**src/bandpass_jump_peak_detector_assert.svh**
```systemverilog
// assertion macros used by the detector rtl
`ifndef BANDPASS_JUMP_PEAK_DETECTOR_ASSERT_SVH
`define BANDPASS_JUMP_PEAK_DETECTOR_ASSERT_SVH

// same-cycle implication
`define BJPD_ASSERT_IMP(lbl, ante, cons) \
    lbl: assert property (@(posedge clk) disable iff (!rst_n) (ante) |-> (cons)) \
        else $error("assertion failed");

// next-cycle implication
`define BJPD_ASSERT_NXT(lbl, ante, cons) \
    lbl: assert property (@(posedge clk) disable iff (!rst_n) (ante) |=> (cons)) \
        else $error("assertion failed");

`endif

```
**src/bjpd_pkg.sv**
```systemverilog
package bjpd_pkg;

    localparam int SAMPLE_W  = 16;
    localparam int FILT_W    = 40;
    localparam int ORDER_W   = 7;
    localparam int GAP_W     = 16;
    localparam int FACTOR_W  = 8;
    localparam int FLOOR_W   = 31;
    localparam int CFG_W     = 31;
    localparam int CFG_IDX_W = 2;
    localparam int POS_W     = 19;
    localparam int REQ_W     = 2;
    localparam int CIDX_W    = 7;

    localparam int MUL_AW    = 128;
    localparam int MUL_BW    = 64;
    localparam int MUL_PW    = MUL_AW + MUL_BW;
    localparam int MUL_CNT_W = $clog2(MUL_BW + 1);

    localparam logic [ORDER_W-1:0]  ORDER_RST  = 7'd100;
    localparam logic [GAP_W-1:0]    GAP_RST    = 16'd600;
    localparam logic [FACTOR_W-1:0] FACTOR_RST = 8'd10;
    localparam logic [FLOOR_W-1:0]  FLOOR_RST  = 31'd5368709;

    typedef enum logic [REQ_W-1:0] {
        REQ_COEF   = 2'd0,
        REQ_SAMPLE = 2'd1,
        REQ_FETCH  = 2'd2
    } req_t;

    typedef enum logic [CFG_IDX_W-1:0] {
        CFG_ORDER  = 2'd0,
        CFG_GAP    = 2'd1,
        CFG_FACTOR = 2'd2,
        CFG_FLOOR  = 2'd3
    } cfg_idx_t;

    typedef struct packed {
        logic              start;
        logic [MUL_AW-1:0] a;
        logic [MUL_BW-1:0] b;
    } mul_req_t;

    typedef struct packed {
        logic busy;
        logic done;
    } mul_stat_t;

endpackage

```
**src/bjpd_mul.sv**
```systemverilog
module bjpd_mul
    import bjpd_pkg::*;
(
    input  logic              clk,
    input  logic              rst_n,
    input  mul_req_t          req,
    output mul_stat_t         stat,
    output logic [MUL_PW-1:0] prod
);

    logic [MUL_AW-1:0]    a_reg;
    logic [MUL_AW-1:0]    hi_reg;
    logic [MUL_BW-1:0]    lo_reg;
    logic [MUL_CNT_W-1:0] cnt_reg, cnt_next;
    logic                 busy_reg, busy_next;
    logic                 done_reg, done_next;
    logic [MUL_AW:0]      add_sum;

    // shift-add, one multiplier bit per cycle
    assign add_sum = {1'b0, hi_reg} + (lo_reg[0] ? {1'b0, a_reg} : '0);

    always_comb
    begin
        cnt_next  = cnt_reg;
        busy_next = busy_reg;
        done_next = 1'b0;
        if (req.start)
        begin
            cnt_next  = '0;
            busy_next = 1'b1;
        end
        else if (busy_reg)
        begin
            cnt_next = cnt_reg + MUL_CNT_W'(1);
            if (cnt_reg == MUL_CNT_W'(MUL_BW - 1))
            begin
                busy_next = 1'b0;
                done_next = 1'b1;
            end
        end
    end

    always_ff @(posedge clk or negedge rst_n)
    begin
        if (!rst_n)
        begin
            cnt_reg  <= '0;
            busy_reg <= 1'b0;
            done_reg <= 1'b0;
        end
        else
        begin
            cnt_reg  <= cnt_next;
            busy_reg <= busy_next;
            done_reg <= done_next;
        end
    end

    always_ff @(posedge clk)
    begin
        if (req.start)
        begin
            a_reg  <= req.a;
            hi_reg <= '0;
            lo_reg <= req.b;
        end
        else if (busy_reg)
        begin
            hi_reg <= add_sum[MUL_AW:1];
            lo_reg <= {add_sum[0], lo_reg[MUL_BW-1:1]};
        end
    end

    assign stat.busy = busy_reg;
    assign stat.done = done_reg;
    assign prod      = {hi_reg, lo_reg};

endmodule

```
**config.mk**
```make
export PLATFORM = sky130hd
export DESIGN_NAME = bjpd_mul
export DESIGN_NICKNAME = d
export VERILOG_FILES = /design/src/bandpass_jump_peak_detector_assert.svh /design/src/bjpd_pkg.sv /design/src/bjpd_mul.sv
export SDC_FILE = /design/constraint.sdc
export NUM_CORES = 1
export LEC_CHECK = 0
export ABC_AREA = 1
export ABC_CLOCK_PERIOD_IN_PS = 7000
export BUFFER_PORTS_ARGS = -buffer_cell sky130_fd_sc_hd__buf_2
export CAP_MARGIN = 20
export CORE_UTILIZATION = 50
export CTS_CLUSTER_DIAMETER = 40
export DETAILED_ROUTE_END_ITERATION = 10
export PLACE_DENSITY = 0.69
export RECOVER_POWER = 100
export SLEW_MARGIN = 0
export SYNTH_ARGS = -nofsm -noshare
export SYNTH_HDL_FRONTEND = slang
export SYNTH_SLANG_ARGS = --single-unit
```
**constraint.sdc**
```tcl
create_clock -name clk -period 7 [get_ports clk]
set_clock_uncertainty 0.1 [all_clocks]
set_input_delay 0.35 -clock clk [delete_from_list [all_inputs] [get_ports clk]]
set_output_delay 0.35 -clock clk [all_outputs]
set_load 0.005 [all_outputs]
```
After elaboration in Yosys (flattened, before gate mapping)
Index checks and enable logic that the tools add are counted.
- register bits after elaboration: 329
- eq/ne operators: 1
- muxes and demuxes: 11
- $add $sub $neg: 2
- reduce and logical (&&, ||, !) cells: 1
- operators by type and width (operator ; number):
    128-bit by 128-bit adder with 129-bit output ; 1
    128-bit two-way mux ; 1
    64-bit two-way mux ; 2
    7-bit two-way mux ; 2
    7-bit by 1-bit adder with 7-bit output, second input constant ; 1
    7-bit by 6-bit == test with 1-bit output, second input constant ; 1
    1-bit two-way mux ; 6
    2-bit nonzero test ; 1

Logic depth before layout (Yosys ltp)
Gate-level depths: netlist (run 1).
- depth in word-level cells: 4
- mapped depth: 23
- depth with buffers taken out: 21

Worst setup path after synthesis (run 1)
No wires, ideal clock.
- path type: input to register
- start point: input req[192] (netlist name)
- end point: register lo_reg[0], enable pin
- arrival: 2311 ps
- buffers on the path: 2
- data required time: 6476 ps
- slack: 4164 ps
- stages: 4
- path through: clkbuf_1 inv_1 clkbuf_1 nand2_1
- word-level cells in the longest chain between the ends: 1
- RTL lines (what ; line ; RTL):
    start: declaration ; bjpd_mul.sv:6 ; input mul_req_t req,
    2-bit nonzero test (no source line) ; n/a ;
    end signal: assignment ; bjpd_mul.sv:65 ; lo_reg <= req.b;
    end signal: assignment ; bjpd_mul.sv:70 ; lo_reg <= {add_sum[0], lo_reg[MUL_BW-1:1]};
    end: declaration ; bjpd_mul.sv:13 ; logic [MUL_BW-1:0] lo_reg;
Every way passes these cells.
A chain may end at the register's enable or synchronous reset.

==> results summary, run 1 <==
The run finished, with violations left. The checks that failed: capacitance limit, slew limit. The via count of the first global-routing pass came out at 27200. For this run, the number of Yosys warnings is 0. The sum of negative setup slack is 0 ps.

STA classifies the critical path endpoint as a flip-flop. Internal power comes to 4.89 mW. The worst reg-to-reg setup slack came out at 2820 ps. The buffer count from post-CTS setup fixing came out at 0. Sorting the synthesized cells by area gives the leading types as nand2_1 (26%), edfxtp_1 (22%), inv_1 (15%).

The power after layout is between 7 and 8 mW. From synthesis to final layout, the design area changed by 24.6%. The cell leakage power came out at 19.6 nW.

The combined flip-flop and latch cell area came out at approximately 0.0086 mm^2. The floorplan step defined a die boundary enclosing about 0.054 mm^2. The part of the total power dissipated in combinational logic came out at 0.254. In this run the critical register-to-register path is launched from busy_reg. Of the total power, the clock network draws 0.416.

Once detailed placement completed, the half-perimeter wirelength came to about 85000 um. The clock-pin slew on the worst setup and hold paths is 50 ps. The average detailed-routed wire length per instance came out at 19.1 um. The number of filler instances in the final layout came out at slightly above 5000.

The register share of total power is 0.330. Entering global routing, the biggest net connects 169 pins. The fraction of layout cells with a size suffix above 1 is 0.0905. The average vias per placed instance came out at around 5.1. The switching power total is 2.70 mW. The fraction of registers with async set or reset after synthesis came out at 0.0274. The clock insertion delay at the later pin of the skew report came out at 680 ps. The initial cell density of the core is 0.505. The core region is 0.0526 mm^2. The area of the multi-input gates is 0.0137 mm^2. The synthesized netlist occupies a cell area of roughly 0.027 mm^2. The achievable clock frequency came out at 191 MHz. The fraction of power spent switching nets is 0.355.

The final layout contains routed wiring with a total length of 110000 um. The startpoint identified for the worst hold timing path is req[102]. The number of sinks on the clock net came out at 329. The global routing usage summed across all routing layers came out at 0.401. The sequential fraction of the synthesis area came out at 0.322.

The final net count came out at 5344. The core utilization of the finished layout came out at 0.629. The max-slew violation count came out at ~240.

The number of stages on the worst hold path came out at 2. Of the post-synthesis cell area, the dominant cell type holds 0.259. TritonCTS built the clock tree. Across the run, the number of max-cap violations was 4. The net count of the mapped netlist came out at 4765. The number of vias after detailed routing is 29400. The class of the tightest hold or removal check is primary input to flip-flop. The critical setup path kind is primary input to flip-flop.

The first-iteration detailed-routing DRC count came out at 2983. Setup repair after global routing left no endpoint under its margin. The synthesized design contains 329 register bits. Counting instances in the post-synthesis netlist gives the leading cell types as nand2_1 (1832), inv_1 (1034), nor2_1 (410). At the worst endpoint, the arrival time is around 5700 ps. For the pin with the worst max-slew slack, the measured transition is slightly above 4000 ps.

Setup violations remaining at the end of the flow were counted as 0. During placement, the flow inserted port buffers numbering 388. The number of antenna violations at the first check in global routing came to 1.

The post-cts repair resize count is 0. The count of cell types in the netlist came out at 39. The number of buffers on the longest clock path is 3. The worst setup path is launched from a primary input. Synthesis handed over a netlist of 4440 instances. The total power per unit cell area is about 230 mW/mm^2. The level count of the clock H-tree came out at 2. Counting cells, the worst reg-to-reg path comes to 5. The endpoint identified for the worst register-to-register timing path is hi_reg[31]. The worst hold path terminates at a_reg[38].

The final hold slack came out at between 200 and 300 ps. The sum of overflow across all layers after global routing came out at 0. The share of the cycle needed by the critical path after routing came out at 0.747. After detailed routing, the number of remaining DRC violations is 0. The number of hold violations in the final report is 0. The tree is rooted in a clkbuf_16.

The post-synthesis cell type with the largest combined area is nand2_1. The number of cell rows is 84. The highest fanout seen on the critical path is 75. The wire length of the first global-routing pass came out at 161000 um.

The length of the first detailed-routing pass in iterations came out at 6. Yosys instantiated no cell more often than nand2_1. The required time of the worst setup path is around 7500 ps. The final period demand of the worst path is 5230 ps.

The number of nets with antenna violations after routing is 0. The mean post-synth cell area is between 5 and 6 um^2. From left edge to right edge, the die measures 232 um. The top-level I/O count is 389. The worst-case headroom to the max-slew limit came out at -1.73. The synthesized design contains roughly 190 enable-type register cells.

The largest vdd supply drop came out at 0.219 mV. The final estimated routing congestion in global placement is around 1.1. The vertical die dimension came out at 232 um. The most instantiated flip-flop cell in the synthesis netlist is edfxtp_1. The total CTS buffers came out at 60.
==> worst max path at each step <==
stage	from	end	slack, ps	cells after the start
2_1_floorplan	req[192]	lo_reg[0]	4160	4
3_3_place_gp	lo_reg[0]	hi_reg[85]	3470	17
3_5_place_dp	lo_reg[0]	hi_reg[85]	3430	17
4_1_cts	lo_reg[0]	hi_reg[85]	3340	20
5_1_grt	req[192]	hi_reg[6]	1450	6
6_report	req[192]	hi_reg[4]	1770	6
==> timing repair <==
item	in CTS	in global routing
hold buffers	194	0
hold endpoints to repair	201	0
endpoints found under the setup margin	0	0
==> logic make-up after synthesis <==
logic type      Yosys count  share of synthesized area
compound gates          243                     0.0494
buf+inv                1124                      0.159
xor+xnor                 56                     0.0185
fa+ha+maj               130                     0.0616
flops                   329                      0.322
simple gates           2558                      0.389
==> worst max-delay path, stage by stage <==
cell      delay, ps
clkbuf_1       2750
inv_4          1110
nand2_1         800
o21bai_1        200
a21oi_1          80
a31o_2          230
==> per-stage QoR <==
stage                     setup WS, ps  cells  instance area (um^2)
after floorplan                   4160   4440                 26500
after detailed placement          3430   5451                 29200
after global placement            3470   5451                 29200
after CTS                         3340   5759                 33300
after global routing              1450   5759                 33100
final                             1770   5761                 33100
==> power groups by stage <==
stage          registers, mW  logic, mW  clock network, mW
2_1_floorplan           2.46       1.07                  0
3_3_place_gp            2.52       1.79                  0
3_5_place_dp            2.52       1.80                  0
4_1_cts                 2.49       1.89               3.17
5_1_grt                 2.52       2.10               3.25
6_report                2.50       1.92               3.16
==> cell usage in the layout (no fill, tap or decap), types with 4 or more instances in the layout <==
cell type	synthesis	routed
a21oi_1	124	124
a31oi_1	10	10
and2_1	7	7
buf_2	3	230
buf_4	2	4
bufinv_16	0	5
clkbuf_1	64	157
clkbuf_16	0	63
clkbuf_2	0	5
clkbuf_8	0	4
clkinv_1	5	6
clkinv_2	0	4
clkinv_4	0	6
clkinv_8	0	4
dfrtp_1	9	9
dfxtp_1	128	128
dlygate4sd3_1	0	194
edfxtp_1	192	192
ha_1	129	129
inv_1	1034	1034
inv_2	12	11
inv_6	0	10
inv_8	0	6
nand2_1	1832	1845
nand2_2	40	27
nand3_1	150	152
nand3_2	20	18
nand4_1	19	19
nor2_1	410	410
nor2_2	35	35
nor2_4	4	4
nor3_1	26	28
nor3_2	10	8
o211ai_1	8	8
o21ai_0	77	78
o21bai_1	13	13
xnor2_1	29	29
xor2_1	27	27
==> cell type report <==
cell class / instances / share of cell area
clock inverters: 42 / 0.0172
well taps: 688 / 0.0260
multi-input cells: 2987 / 0.415
inverters: 1051 / 0.119
flip-flops and latches: 329 / 0.259
repair buffers: 590 / 0.114
diodes: 2 / 0.000151
clock buffers: 72 / 0.0499
==> layer usage <==
| metal | part of all wire | up-vias | routed length [um] | global-route usage |
|---|---|---|---|---|
| met5 | 0.00012 | - | 13 | 0 |
| met1 | 0.43 | 13300 | 47200 | 0.558 |
| li1 | - | 14400 | - | - |
| met2 | 0.42 | 1538 | 46000 | 0.604 |
| met3 | 0.11 | 242 | 11600 | 0.0728 |
| met4 | 0.047 | 2 | 5230 | 0.173 |
Note: power is estimated with default switching activity, not from simulation.
==> inputs of run 2 (changes only) <==
- ABC_CLOCK_PERIOD_IN_PS: 7000 -> 5100
- clock period: 7 -> 5.1 ns (I/O delays scaled with it)
==> run 2 against run 1 <==
Effect of this change: the flow still finishes with violations (capacitance limit, slew limit); flip-flop and latch count is the same; final area shrank 0.84%; hold slack lost 65 ps; highest routed layer is now met4; first-iteration DRC count grew 2.1%; critical path type is now flip-flop to flip-flop.
==> results summary, run 2 (synthesis gave the netlist of run 1 again) <==
The setup slack of the critical path after layout is 973 ps (was 1770 ps). The total CTS buffers is 59 (was 60). The area growth from synthesis to layout is 23.5% (was 24.6%).

The vertical die dimension came out at 232 um (unchanged). The destination of the worst register-to-register timing path is lo_reg[31] (was hi_reg[31]). The wire length of the first global-routing pass is 156000 um (was 161000 um).

The worst reg-to-reg setup slack is 970 ps (was 2820 ps). The total DRC errors in the routed layout came out at 0 (unchanged). The power after layout came out at 9.99 mW (was 7.59 mW). The worst-case headroom to the max-slew limit was -0.869 (was -1.73). The slew at the pin with the worst max-slew slack came out at 2800 ps (was 4090 ps). The final estimated routing congestion in global placement came out at 1.13 (was 1.07). The global routing usage summed across all routing layers is 0.388 (was 0.401).

The average vias per placed instance came out at 5.07 (was 5.11). The number of antenna violations at the first check in global routing came out at 0 (was 1). Top library cells by usage in the layout, fill and taps aside: nand2_1 (1845), inv_1 (1034), nor2_1 (414) (was nand2_1 (1845), inv_1 (1034), nor2_1 (410)).

The highest fanout seen on the critical path came out at 41 (was 75). The number of cell rows came out at 84 (unchanged). The launch point of the worst reg-to-reg path is busy_reg (unchanged).

The busiest metal layer after global routing is met2 (unchanged). The max-slew violation count is 383 (was 237). RSZ-0062 raised after global routing: false (unchanged). The cell leakage power came out at 19.4 nW (was 19.6 nW). The average detailed-routed wire length per instance came out at 18.5 um (was 19.1 um). The largest vdd supply drop was 0.264 mV (was 0.219 mV). The met1 global-route usage came out at 0.534 (was 0.558). The clock-pin slew on the worst setup and hold paths came out at 60 ps (was 50 ps). The number of cell instances on the worst register-to-register path came out at 3 (was 5).

The endpoint of the worst hold-timing path was a_reg[124] (was a_reg[38]). The final cell area excluding filler cells is 0.0328 mm^2 (was 0.0331 mm^2). The pin count of the biggest net entering global routing came out at 170 (was 169). The most frequent standard cell in the layout excluding fill and tap cells is nand2_1 (unchanged). The sum of negative setup slack came out at 0 ps (unchanged). The number of buffer cells added on primary ports was 388 (unchanged).

The via count of the first global-routing pass came to 26600 (was 27200). The number of nets with antenna violations after routing is 0 (unchanged). The buffer cell driving the clock tree root is clkbuf_16 (unchanged). The critical setup path kind is flip-flop to flip-flop (was primary input to flip-flop). The total routed wirelength came out at 106000 um (was 110000 um).

The max-cap check violation count is 6 (was 4). The post-cts repair resize count is 0 (unchanged). The initial cell density of the core came out at 0.505 (unchanged). The fraction of layout cells with a size suffix above 1 came out at 0.0888 (was 0.0905). The post-place instance area came out at 0.0292 mm^2 (about the same). The clock tree from TritonCTS is done (unchanged). The final period demand of the worst path is between 4000 and 5000 ps. The chip width is 232 um (unchanged).

The class of the tightest hold or removal check is primary input to flip-flop (unchanged). The placeable core area is 0.0526 mm^2 (unchanged). The start point of the worst hold path is req[188] (was req[102]). The global-route track usage on met3 came out at 0.0756 (was 0.0728).

The number of buffers on the longest clock path came to 3 (unchanged). The achievable clock frequency is about 240 MHz. The total power per unit cell area came to 305 mW/mm^2 (was 230 mW/mm^2). The first-iteration detailed-routing DRC count is 3045 (was 2983). The placed wire-length estimate after detailed placement is 83300 um (was 85200 um). The minimum setup slack after placement came out at 1650 ps (was 3430 ps).

The number of hold violations in the final report came out at 0 (unchanged). The final net count is 5344 (unchanged). The element type at the critical path end is a flip-flop (unchanged). Outcome: finished with violations (unchanged).

The sum of overflow across all layers after global routing is 0 (unchanged). The number of vias after detailed routing came out at 29200 (was 29400). The data arrival at the endpoint of the critical path was 4300 ps (was 5690 ps). The top-level I/O count is 389 (unchanged).

The overall die area was 0.0540 mm^2 (unchanged). The clock insertion delay at the later pin of the skew report is 650 ps (was 680 ps). The required time of the worst setup path came out at 5270 ps (was 7460 ps). The number of sinks on the clock net is 329 (unchanged).

The global routing met2 resource utilization came out at 0.590 (was 0.604). The number of stages on the worst hold path came out at 2 (unchanged). In the finished design, the share of the clock period the worst path needs comes to 0.809. The level count of the clock H-tree came out at 2 (unchanged).

The final hold slack came out at 219 ps (was 284 ps). The setup violation total in the final timing report came out at 0 (unchanged). The length of the first detailed-routing pass in iterations came out at 10 (was 6). The number of antenna diodes came out at 0 (was 2). The critical path launch point type is a flip-flop (was primary input).

Failing checks: capacitance limit, slew limit (unchanged).
[run 2: cell types whose count changed in the layout (fill, tap and decap cells not counted), moves of 3 or more]
| cell | previous run | this run |
|---|---|---|
| buf_2 | 230 | 245 |
| clkbuf_1 | 157 | 146 |
| nand3_1 | 152 | 163 |
| nand3_2 | 18 | 7 |
| inv_6 | 10 | 15 |
| buf_4 | 4 | 0 |
| clkbuf_16 | 63 | 59 |
| clkbuf_8 | 4 | 0 |
| clkinv_1 | 6 | 10 |
| nor2_1 | 410 | 414 |
| nor2_2 | 35 | 31 |
| bufinv_16 | 5 | 2 |
| clkinvlp_4 | 2 | 5 |
[run 2: final cells by class]
cell class                      instances  area [um^2]
Clock buffer                           62         1490
Clock inverter                         50          504
Timing Repair Buffer                  591         3790
Fill cell                            5263        19800
Tap cell                              688          861
Inverter                             1051         3950
Sequential cell                       329         8550
Multi-Input combinational cell       2987        13600
[run 2: worst max-delay path by stage]
stage	from	endpoint	slack [ps]	depth (start not counted)
after CTS	lo_reg[0]	hi_reg[108]	1620	15
final	busy_reg	lo_reg[31]	970	3
after global routing	busy_reg	lo_reg[31]	670	3
after global placement	lo_reg[0]	hi_reg[108]	1640	15
after floorplan	req[192]	lo_reg[0]	2360	4
after detailed placement	lo_reg[0]	hi_reg[108]	1650	15
[run 2: routing by layer]
metal	wire length [um]	vias up
li1	-	14400
met1	45800	13100
met2	44600	1473
met5	0	-
met3	11000	222
met4	4840	0
[run 2: what timing repair did]
action / CTS / global route
endpoints found under the hold margin: 203 / 0
setup endpoints to repair: 0 / 0
setup buffers: 0 / 0
hold buffers: 195 / 0
[run 2: through the flow]
step / util / instances
floorplan: - / 4440
global placement: 0.555 / 5451
detailed placement: 0.555 / 5451
CTS: 0.630 / 5758
global route: 0.624 / 5758
finish: 0.624 / 5758
[run 2: critical path: stages, from the launching register on]
cell	delay, ps
dfrtp_1	1380
clkinv_1	270
nand2_1	1270
clkbuf_2	710
[run 2: power by group]
part | internal, mW | leakage [nW] | switching, mW | total (mW)
clock network | 2.31 | 0.964 | 1.63 | 3.94
logic | 0.919 | 15.3 | 1.70 | 2.62
registers | 3.14 | 3.13 | 0.289 | 3.43
total | 6.37 | 19.4 | 3.62 | 9.99
